File: src/mofl_pkg.sv
// Package: shared types and constants for the motor overcurrent fault latch
`default_nettype none

package mofl_pkg;

   localparam int CSR_ADDR_WIDTH = 4;
   localparam int CSR_DATA_WIDTH = 32;

   // register indexes, taken from paddr[3:2]
   localparam logic [1:0] CSR_CURRENT_LIMIT    = 2'd0;
   localparam logic [1:0] CSR_TRIP_TIME_MS     = 2'd1;
   localparam logic [1:0] CSR_RECOVERY_TIME_MS = 2'd2;

   localparam logic [15:0] CURRENT_LIMIT_RESET    = 16'd0;
   localparam logic [15:0] TRIP_TIME_MS_RESET     = 16'd3;
   localparam logic [15:0] RECOVERY_TIME_MS_RESET = 16'd500;

   localparam logic [15:0] TIMER_MAX = 16'hFFFF;

   localparam logic OP_TICK = 1'b0;
   localparam logic OP_TRIP = 1'b1;

   localparam logic [3:0] FAULT_NONE           = 4'd0;
   localparam logic [3:0] FAULT_SW_OVERCURRENT = 4'd1;

   typedef struct packed {
      logic               operation;
      logic        [15:0] delta_ms;
      logic signed [15:0] current_a;
      logic signed [15:0] current_b;
      logic signed [15:0] current_c;
      logic               pwm_enabled;
      logic               control_active;
      logic               hw_fail_pending;
      logic        [3:0]  trip_code;
   } req_type;

   typedef struct packed {
      logic [3:0]  fault_code;
      logic        tripped_now;
      logic        recovered_now;
      logic [15:0] over_time_ms;
      logic [15:0] safe_time_ms;
   } rsp_type;

   typedef struct packed {
      logic [15:0] current_limit;
      logic [15:0] trip_time_ms;
      logic [15:0] recovery_time_ms;
   } cfg_type;

   typedef struct packed {
      logic in_load;
      logic out_load;
   } ctrl_type;

   // magnitude of a 16-bit signed sample; -32768 maps to 32768
   function automatic logic [15:0] magnitude(input logic signed [15:0] value);
      logic [15:0] result;
      begin
         result = value[15] ? 16'(-value) : 16'(value);
         return result;
      end
   endfunction

endpackage

`default_nettype wire

File: src/mofl_csr.sv
// Configuration register file with APB-style access
`default_nettype none

module mofl_csr (
   input  wire logic                                  clock,
   input  wire logic                                  reset,
   input  wire logic                                  csr_psel,
   input  wire logic                                  csr_penable,
   input  wire logic                                  csr_pwrite,
   input  wire logic [mofl_pkg::CSR_ADDR_WIDTH-1:0]   csr_paddr,
   input  wire logic [mofl_pkg::CSR_DATA_WIDTH-1:0]   csr_pwdata,
   output logic      [mofl_pkg::CSR_DATA_WIDTH-1:0]   csr_prdata,
   output logic                                       csr_pready,
   output mofl_pkg::cfg_type                          cfg
);

   mofl_pkg::cfg_type cfg_ff;
   mofl_pkg::cfg_type cfg_in;
   logic              write_en;
   logic [1:0]        index;

   assign csr_pready = 1'b1;
   assign index      = csr_paddr[3:2];
   assign write_en   = csr_psel && csr_penable && csr_pwrite && csr_pready;

   always_comb begin
      cfg_in = cfg_ff;
      if (write_en) begin
         unique case (index)
            mofl_pkg::CSR_CURRENT_LIMIT:    cfg_in.current_limit    = csr_pwdata[15:0];
            mofl_pkg::CSR_TRIP_TIME_MS:     cfg_in.trip_time_ms     = csr_pwdata[15:0];
            mofl_pkg::CSR_RECOVERY_TIME_MS: cfg_in.recovery_time_ms = csr_pwdata[15:0];
            default: ;
         endcase
      end
   end

   always_ff @(posedge clock) begin
      if (reset) begin
         cfg_ff.current_limit    <= mofl_pkg::CURRENT_LIMIT_RESET;
         cfg_ff.trip_time_ms     <= mofl_pkg::TRIP_TIME_MS_RESET;
         cfg_ff.recovery_time_ms <= mofl_pkg::RECOVERY_TIME_MS_RESET;
      end else begin
         cfg_ff <= cfg_in;
      end
   end

   always_comb begin
      unique case (index)
         mofl_pkg::CSR_CURRENT_LIMIT:    csr_prdata = 32'(cfg_ff.current_limit);
         mofl_pkg::CSR_TRIP_TIME_MS:     csr_prdata = 32'(cfg_ff.trip_time_ms);
         mofl_pkg::CSR_RECOVERY_TIME_MS: csr_prdata = 32'(cfg_ff.recovery_time_ms);
         default:                        csr_prdata = '0;
      endcase
   end

   assign cfg = cfg_ff;

endmodule

`default_nettype wire

File: src/mofl_datapath.sv
// Input register, fault latch state update and result register
`default_nettype none

module mofl_datapath (
   input  wire logic               clock,
   input  wire logic               reset,
   input  wire mofl_pkg::cfg_type  cfg,
   input  wire mofl_pkg::ctrl_type ctrl,
   input  wire mofl_pkg::req_type  req,
   output mofl_pkg::rsp_type       rsp
);

   mofl_pkg::req_type req_ff;
   mofl_pkg::rsp_type rsp_ff;
   mofl_pkg::rsp_type rsp_in;

   logic [3:0]  fault_ff,      fault_in;
   logic [15:0] over_timer_ff, over_timer_in;
   logic [15:0] safe_timer_ff, safe_timer_in;

   logic [15:0] mag_a, mag_b, mag_c, mag_ab, mag_max;
   logic        exceeded;
   logic [16:0] over_sum;
   logic [15:0] over_sat;
   logic [16:0] safe_sum;

   always_ff @(posedge clock) begin
      if (ctrl.in_load) begin
         req_ff <= req;
      end
   end

   always_comb begin
      mag_a    = mofl_pkg::magnitude(req_ff.current_a);
      mag_b    = mofl_pkg::magnitude(req_ff.current_b);
      mag_c    = mofl_pkg::magnitude(req_ff.current_c);
      mag_ab   = (mag_b > mag_a) ? mag_b : mag_a;
      mag_max  = (mag_c > mag_ab) ? mag_c : mag_ab;
      exceeded = (cfg.current_limit != 16'd0) && (mag_max > cfg.current_limit);
      over_sum = {1'b0, over_timer_ff} + {1'b0, req_ff.delta_ms};
      over_sat = over_sum[16] ? mofl_pkg::TIMER_MAX : over_sum[15:0];
      safe_sum = {1'b0, safe_timer_ff} + {1'b0, req_ff.delta_ms};
   end

   always_comb begin
      fault_in             = fault_ff;
      over_timer_in        = over_timer_ff;
      safe_timer_in        = safe_timer_ff;
      rsp_in.tripped_now   = 1'b0;
      rsp_in.recovered_now = 1'b0;
      priority if (req_ff.operation == mofl_pkg::OP_TRIP) begin
         fault_in           = req_ff.trip_code;
         over_timer_in      = '0;
         safe_timer_in      = '0;
         rsp_in.tripped_now = 1'b1;
      end else if (req_ff.delta_ms != 16'd0) begin
         if (fault_ff != mofl_pkg::FAULT_NONE) begin
            // recovery: count safe time while latched
            if (!req_ff.pwm_enabled && !req_ff.hw_fail_pending && !exceeded) begin
               if (safe_sum >= {1'b0, cfg.recovery_time_ms}) begin
                  fault_in             = mofl_pkg::FAULT_NONE;
                  safe_timer_in        = '0;
                  rsp_in.recovered_now = 1'b1;
               end else begin
                  safe_timer_in = safe_sum[15:0];
               end
            end else begin
               safe_timer_in = '0;
            end
         end else begin
            safe_timer_in = '0;
            if (!req_ff.control_active || !req_ff.pwm_enabled || !exceeded) begin
               over_timer_in = '0;
            end else if (over_sat >= cfg.trip_time_ms) begin
               fault_in           = mofl_pkg::FAULT_SW_OVERCURRENT;
               over_timer_in      = '0;
               rsp_in.tripped_now = 1'b1;
            end else begin
               over_timer_in = over_sat;
            end
         end
      end else begin
         // zero delta tick: state holds, no flags
      end
      rsp_in.fault_code   = fault_in;
      rsp_in.over_time_ms = over_timer_in;
      rsp_in.safe_time_ms = safe_timer_in;
   end

   always_ff @(posedge clock) begin
      if (reset) begin
         fault_ff      <= mofl_pkg::FAULT_NONE;
         over_timer_ff <= '0;
         safe_timer_ff <= '0;
      end else if (ctrl.out_load) begin
         fault_ff      <= fault_in;
         over_timer_ff <= over_timer_in;
         safe_timer_ff <= safe_timer_in;
      end
   end

   always_ff @(posedge clock) begin
      if (ctrl.out_load) begin
         rsp_ff <= rsp_in;
      end
   end

   assign rsp = rsp_ff;

   a_trip_clears_timers: assert property (@(posedge clock) disable iff (reset)
      ctrl.out_load && rsp_in.tripped_now |=> over_timer_ff == 16'd0 && safe_timer_ff == 16'd0)
      else $error("timers not cleared on trip");

   a_recover_clears_latch: assert property (@(posedge clock) disable iff (reset)
      ctrl.out_load && rsp_in.recovered_now |=> fault_ff == mofl_pkg::FAULT_NONE)
      else $error("fault latch not cleared on recovery");

   a_state_holds: assert property (@(posedge clock) disable iff (reset)
      !ctrl.out_load |=> $stable(fault_ff) && $stable(over_timer_ff) && $stable(safe_timer_ff))
      else $error("state changed without a word");

   a_flags_exclusive: assert property (@(posedge clock) disable iff (reset)
      ctrl.out_load |-> !(rsp_in.tripped_now && rsp_in.recovered_now))
      else $error("trip and recover in one word");

endmodule

`default_nettype wire

File: src/motor_overcurrent_fault_latch_unit.sv
// Top level: handshake control, register file and fault latch datapath
// An accepted word passes from the input register to the result register, which
// rsp_valid flags. Throughput: one word per cycle while rsp_stall does not hold the
// result register; the fault latch and timers update once per word, in the single
// stage between the input register and the result register. Reset (synchronous):
// timers and fault latch cleared, registers to their defaults, both stages empty.
`default_nettype none

module motor_overcurrent_fault_latch_unit (
   input  wire logic                                 clock,
   input  wire logic                                 reset,
   input  wire logic                                 req_valid,
   output logic                                      req_stall,
   input  wire mofl_pkg::req_type                    req_data,
   output logic                                      rsp_valid,
   input  wire logic                                 rsp_stall,
   output mofl_pkg::rsp_type                         rsp_data,
   input  wire logic                                 csr_psel,
   input  wire logic                                 csr_penable,
   input  wire logic                                 csr_pwrite,
   input  wire logic [mofl_pkg::CSR_ADDR_WIDTH-1:0]  csr_paddr,
   input  wire logic [mofl_pkg::CSR_DATA_WIDTH-1:0]  csr_pwdata,
   output logic      [mofl_pkg::CSR_DATA_WIDTH-1:0]  csr_prdata,
   output logic                                      csr_pready
);

   mofl_pkg::cfg_type  cfg;
   mofl_pkg::ctrl_type ctrl;

   logic in_valid_ff,  in_valid_in;
   logic out_valid_ff, out_valid_in;

   // the input stage moves on when the result register is empty or draining
   always_comb begin
      ctrl.out_load = in_valid_ff && (!out_valid_ff || !rsp_stall);
      req_stall     = in_valid_ff && !ctrl.out_load;
      ctrl.in_load  = req_valid && !req_stall;
      in_valid_in   = ctrl.in_load || (in_valid_ff && !ctrl.out_load);
      out_valid_in  = ctrl.out_load || (out_valid_ff && rsp_stall);
   end

   always_ff @(posedge clock) begin
      if (reset) begin
         in_valid_ff  <= 1'b0;
         out_valid_ff <= 1'b0;
      end else begin
         in_valid_ff  <= in_valid_in;
         out_valid_ff <= out_valid_in;
      end
   end

   assign rsp_valid = out_valid_ff;

   mofl_csr u_csr (
      .clock       (clock),
      .reset       (reset),
      .csr_psel    (csr_psel),
      .csr_penable (csr_penable),
      .csr_pwrite  (csr_pwrite),
      .csr_paddr   (csr_paddr),
      .csr_pwdata  (csr_pwdata),
      .csr_prdata  (csr_prdata),
      .csr_pready  (csr_pready),
      .cfg         (cfg)
   );

   mofl_datapath u_datapath (
      .clock (clock),
      .reset (reset),
      .cfg   (cfg),
      .ctrl  (ctrl),
      .req   (req_data),
      .rsp   (rsp_data)
   );

endmodule

`default_nettype wire

File: config.mk
export PLATFORM = sky130hd
export DESIGN_NAME = motor_overcurrent_fault_latch_unit
export DESIGN_NICKNAME = d
export VERILOG_FILES = /design/src/mofl_pkg.sv /design/src/mofl_csr.sv /design/src/mofl_datapath.sv /design/src/motor_overcurrent_fault_latch_unit.sv
export SDC_FILE = /design/constraint.sdc
export NUM_CORES = 1
export LEC_CHECK = 0
export ABC_AREA = 1
export ABC_CLOCK_PERIOD_IN_PS = 8700
export BUFFER_PORTS_ARGS = -buffer_cell sky130_fd_sc_hd__buf_2
export CORE_MARGIN = 2
export CORE_UTILIZATION = 25
export CTS_CLUSTER_DIAMETER = 30
export CTS_CLUSTER_SIZE = 12
export DETAILED_ROUTE_END_ITERATION = 12
export HOLD_SLACK_MARGIN = 0.05
export PLACE_DENSITY = 0.52
export SYNTH_ARGS = -nofsm -noshare
export SYNTH_HDL_FRONTEND = slang
export SYNTH_HIERARCHICAL = 1
export SYNTH_SLANG_ARGS = --single-unit
File: constraint.sdc
create_clock -name clock -period 8.7 [get_ports clock]
set_input_delay 1.74 -clock clock [delete_from_list [all_inputs] [get_ports clock]]
set_output_delay 1.74 -clock clock [all_outputs]
set_load 0.02 [all_outputs]
## After elaboration in Yosys (flattened, before gate mapping)

Index checks and enable logic that the tools add are counted.
Widths: inputs -> output; s select.

| storage, ports and cells | value |
|---|---|
| bits in registers | 196 |
| input bits | 115 |
| output and inout port bits | 73 |
| logic and storage cells | 98 |

| cells by class | value |
|---|---|
| add/sub/neg operators | 5 |
| order comparisons | 5 |
| equality and inequality tests | 2 |
| multiplexer cells | 31 |
| bitwise logic cells | 3 |
| reduce and logical (&&, ||, !) cells | 30 |

Operators with widths:

| operator | count |
|---|---|
| $mux 16 | 16 |
| $gt 16x16->1 | 3 |
| $neg 16->16 | 3 |
| $pmux 16 s3 | 1 |
| $add 16x16->17 | 2 |
| $reduce_bool 16->1 | 2 |
| $mux 4 | 7 |
| $ge 17x16->1 | 1 |
| $ge 16x16->1 | 1 |
| $logic_and 1x1->1 | 9 |
| $logic_not 1->1 | 8 |
| $mux 1 | 6 |
| $reduce_and 2->1 | 3 |
| $logic_or 1x1->1 | 5 |
| $reduce_bool 4->1 | 1 |
| $reduce_or 4->1 | 1 |
| $not 1->1 | 3 |
| $eq 2x1->1 const B | 1 |
| $eq 2x2->1 const B | 1 |
| $logic_not 2->1 | 1 |
| $mux 2 | 1 |

## Depth between registers and ports, before layout

| logic depth | value |
|---|---|
| depth after elaboration | 14 |
| mapped depth | 48 |
| gate-level depth less buffers | 46 |

## Cells and area by module

Netlist, hierarchy kept.

By module, submodules not included:

| module | instances | cells each | area an instance (µm²) | sequential area each (µm²) |
|---|---|---|---|---|
| mofl_datapath | 1 | 1265 | 10392.5 | 4023.9 |
| mofl_csr | 1 | 369 | 2386.0 | 960.9 |
| motor_overcurrent_fault_latch_unit | 1 | 12 | 91.3 | 40.0 |

## Least setup slack after synthesis

No wires, ideal clock.

| path | value |
|---|---|
| path type | register -> register |
| from | reg u_datapath/req_ff[39] (netlist bit) |
| to | reg u_datapath.rsp_ff, in the netlist u_datapath/rsp[2], data pin |
| setup time | 0.127 ns |
| arrival | 5.437 ns |
| slack | 3.136 ns |
| cell stages (with the launch flop) | 44 |
| path buffers | 3 |
| period minus slack after synthesis | 5.564 ns |
| path through | edfxtp_1 > nor3_1 > nand2_1 > nor3_2 > nand4_1 > nand2b_1 > nand3b_1 > ha_1 > nand2_1 > inv_1 > nand3_1 > nor3_1 > o21ai_0 > o2111ai_1 > nand2_1 > clkbuf_1 > nand2_1 > o21ai_0 > (+8 left out) > clkbuf_1 > o21ai_0 > ha_1 > nand2_1 > inv_2 > nand3_1 > nor2_1 > nand3_1 > nand2_1 > inv_1 > nand2_1 > nand2_2 > nor2_4 > buf_2 > nand4_1 > nand2_1 > nand2_2 > inv_1 |

RTL lines:

| element | line | source |
|---|---|---|
| start: declaration | mofl_datapath.sv:13 | `mofl_pkg::req_type req_ff;` |
| start signal: assignment | mofl_datapath.sv:29 | `req_ff <= req;` |
| end signal: assignment | mofl_datapath.sv:104 | `rsp_ff <= rsp_in;` |
| end: declaration | mofl_datapath.sv:14 | `mofl_pkg::rsp_type rsp_ff;` |

## Worst setup path in the final report

| path | value |
|---|---|
| from | reg u_datapath/req_ff[39] (netlist bit) |
| to | reg u_datapath.over_timer_ff[0] |

| on the way | value |
|---|---|
| word-level cells in the longest chain between the ends | 14 |

RTL lines:

| element | line | source |
|---|---|---|
| $neg 16->16 | mofl_pkg.sv:61 | `result = value[15] ? 16'(-value) : 16'(value);` |
| $mux 16 (*) | mofl_pkg.sv:61 |  |
| $gt 16x16->1 | mofl_datapath.sv:37 | `mag_ab = (mag_b > mag_a) ? mag_b : mag_a;` |
| $mux 16 (*) | mofl_datapath.sv:37 |  |
| $gt 16x16->1 | mofl_datapath.sv:38 | `mag_max = (mag_c > mag_ab) ? mag_c : mag_ab;` |
| $mux 16 (*) | mofl_datapath.sv:38 |  |
| $gt 16x16->1 (*) | mofl_datapath.sv:39 | `exceeded = (cfg.current_limit != 16'd0) && (mag_max > cfg.current_limit);` |
| $logic_and 1x1->1 (*) | mofl_datapath.sv:39 |  |
| $logic_not 1->1 (*) | mofl_datapath.sv:72 | `if (!req_ff.control_active \|\| !req_ff.pwm_enabled \|\| !exceeded) begin` |
| $logic_or 1x1->1 (*) | mofl_datapath.sv:72 |  |
| $mux 16 (*) | mofl_datapath.sv:72 |  |
| $mux 16 (*) | mofl_datapath.sv:57 | `if (fault_ff != mofl_pkg::FAULT_NONE) begin` |
| $mux 16 (*) | mofl_datapath.sv:56 | `end else if (req_ff.delta_ms != 16'd0) begin` |
| $mux 16 (*) | mofl_datapath.sv:51 | `priority if (req_ff.operation == mofl_pkg::OP_TRIP) begin` |
| end signal: assignment | mofl_datapath.sv:97 | `over_timer_ff <= over_timer_in;` |
| end: declaration | mofl_datapath.sv:18 | `logic [15:0] over_timer_ff, over_timer_in;` |

Every way passes the cells marked *; elsewhere a longest branch is shown, timed or not.
A chain may end at the register's enable or synchronous reset.

==> impl_metrics.yaml <==
run_status:
  outcome: "complete, no violations"
placed_design:
  dp_hpwl_mm: 28.9
  gp_congestion: 0.940
  io_buffers: 152
  dpl-instance-area_um2: 14200
die:
  ios: 188
  core_um2: 51100
  dieHeight_um: 231
  die-area_um2: 53300
  core.rowCount: 83
  start_util: 0.252
  die_w_um: 231
timing:
  slew_headroom: 0.243
  layout_min_cycle_time_ps: 7700
  tightest_slew_ps: 1140
  min_period_over_period: 0.885
  setup_viol: 0
  fmax_ghz: 0.130
  drv_slew: 0
  fin_skew_ps: 24.3
  rsz0062_at_grt: "false"
  hold-worst-slack_ps: 492
  fin_tns_setup_ps: 0
  hold_viol: 0
clock_tree:
  clock_sinks: 196
  postCtsSetupBuffers: 0
  cts_hold_buf: 0
  clkLatencyLatePin_ps: 470
  ctsResizeCount: 0
  clk_pin_slew_ps: 90
  cts_buffers: 17
  clk_path_buf_depth: 2
  h-tree-depth: 4
  tritoncts: "yes"
  clockRootBuffer: "clkbuf_16"
detailed_routing:
  post_drt_via_cell_ratio: 4.52
  drtIter0Drc: 713
  ant_nets: 0
  wl_per_cell_um: 15.2
  vias: 11153
  drcViolationCount: 0
  routed_wl_mm: 37.4
  first_pass_iters: 6
synthesis:
  synth_top_area_frac: 0.257
  synth-seq-cells: 196
  synth_cells: 1646
  synth_top_area_cell: "edfxtp_1"
  synthTopCellsByCount: "405 x nand2_1, 197 x inv_1, 140 x nor2_1"
  avgSynthCellArea_um2: 7.82
  synth_edf_count: 110
  yosys_warnings: 6
  synthArstFlopShare: 0
  synthTopCellsByArea: "edfxtp_1 26%, dfxtp_1 13%, nand2_1 12%"
  ys_seq_area_frac: 0.390
  synth_ff_type: "edfxtp_1"
  ys_types: 56
  synth_area_um2: 12900
  synth_most_common_cell: "nand2_1"
worst_setup_path:
  worstSetupEndpointType: "flip-flop"
  cp-start-kind: "flip-flop"
  worstSetupPathType: "flip-flop to flip-flop"
  cp_num_cells: 37
  worstPathRequired_ps: 9100
  worst_path_max_delay_cell: "o21ai_0"
  reg2reg_depth: 37
  cp.arrival_ps: 8100
  path_delay_family: "simple AND/OR/NAND/NOR gates"
  critical_path_buf_inv_count: 2
  slowest_delay_ps: 590
  crit_fanout: 32
  crit_top_cell: "nand2_1"
grt:
  grt_pass1_vias: 10563
  grt_max_degree: 82
  track_usage: 0.141
  grt_pass1_wl_mm: 58.2
  overflow: 0
  antenna_found_initial: 0
power:
  p_leak_uw: 0.00696
  worst_ir_drop_vdd_mv: 0.145
  powerDensity_nw_per_um2: 179
cells_and_area:
  post-route-cell-area_um2: 14800
  final_layout_size_suffix_gt1_frac: 0.141
  diodes: 0
  syn2layout_area_growth_pct: 14.9
  layout.nets: 2004
hold_path:
  worstHoldPathType: "flip-flop to flip-flop"
  worstHoldPathCells: 2
run:
  drv_cap: 0
[metrics by stage]
stage | setup slack (ps) | power (uW) | utilization | instances
after global routing | 94.8 | 2830 | 0.289 | 2465
after detailed placement | 1010 | 1850 | 0.278 | 2433
after global placement | 1160 | 1820 | 0.278 | 2433
final | 997 | 2650 | 0.289 | 2465
after floorplan | 3140 | 1630 | - | 1661
after CTS | 981 | 2690 | 0.289 | 2465
[metal layers]
layer  vias up  track usage  part of all wire
met5         -            0                 0
met4         0       0.0560             0.030
met3        47       0.0245             0.052
met2       314        0.230              0.45
met1      5116        0.186              0.46
li1       5676            -                 -
[path summary, 6_finish.rpt]
kind / from / end / slack [ps]
worst max-delay path: u_datapath/req_ff[39]$_DFFE_PP_ / u_datapath/over_timer_ff[0]$_SDFFE_PP0P_ / 1000
worst min-delay path: u_csr/cfg[6]$_SDFFE_PP1P_ / u_csr/cfg[6]$_SDFFE_PP1P_ / 490
worst max register to register: u_datapath/req_ff[39]$_DFFE_PP_ / u_datapath/over_timer_ff[0]$_SDFFE_PP0P_ / 1000
worst min register to register: u_csr/cfg[6]$_SDFFE_PP1P_ / u_csr/cfg[6]$_SDFFE_PP1P_ / 490
[area by class of cell]
cell class	count	area [um^2]
Timing Repair Buffer	158	806
Fill cell	5520	36300
Clock inverter	15	181
Multi-Input combinational cell	1195	6740
Sequential cell	196	5020
Tap cell	680	851
Clock buffer	17	425
Inverter	204	766
[report_power, final]
group / switching (uW) / leakage, uW / internal, uW
clock network: 437 / 0.000287 / 391
registers: 40.0 / 0.00178 / 1030
logic: 492 / 0.00489 / 264
[sequential cells by signal (all words and copies together) (netlist names)]
name / count
u_datapath/over_timer_ff: 16
u_datapath/safe_timer_ff: 16
in_valid_ff: 1
rsp_valid: 1
u_datapath/req_ff: 72
u_datapath/fault_ff: 4
u_csr/cfg: 48
u_datapath/rsp: 38
[logic make-up (layout without fill, tap and decap cells)]
| family | after synthesis | after routing | synth area share |
|---|---|---|---|
| simple gates | 766 | 766 | 0.260 |
| other cells | 2 | 17 | 0.000584 |
| compound gates | 239 | 239 | 0.104 |
| flops | 196 | 196 | 0.390 |
| buf+inv | 270 | 394 | 0.0916 |
| xor+xnor | 56 | 56 | 0.0381 |
| fa+ha+maj | 117 | 117 | 0.115 |
[tightest hold or removal path: cells and delay by family, from the launching register on]
family           cells  cell delay, ps
flip-flops           1             330
AND/OR/NAND/NOR      2             110
[layout by cell type (no fill, tap or decap), drive strengths merged, types with 2 or more instances in the layout]
master and instances:
fa 2, clkinv 8, a21oi 111, dfxtp 86
or2 12, xor2 39, nor4 11, nand3b 6
o21ai 97, a21boi 2, o211ai 2, edfxtp 110
xnor2 17, nand4 34, buf 158, o21a 4
a31oi 3, nor3 22, nor2 150, inv 209
o21bai 4, nand3 111, conb 17, clkbuf 17
clkinvlp 2, ha 115, a21o 6, nand2 417
o31ai 6
Power figures use the tool's default switching activity.
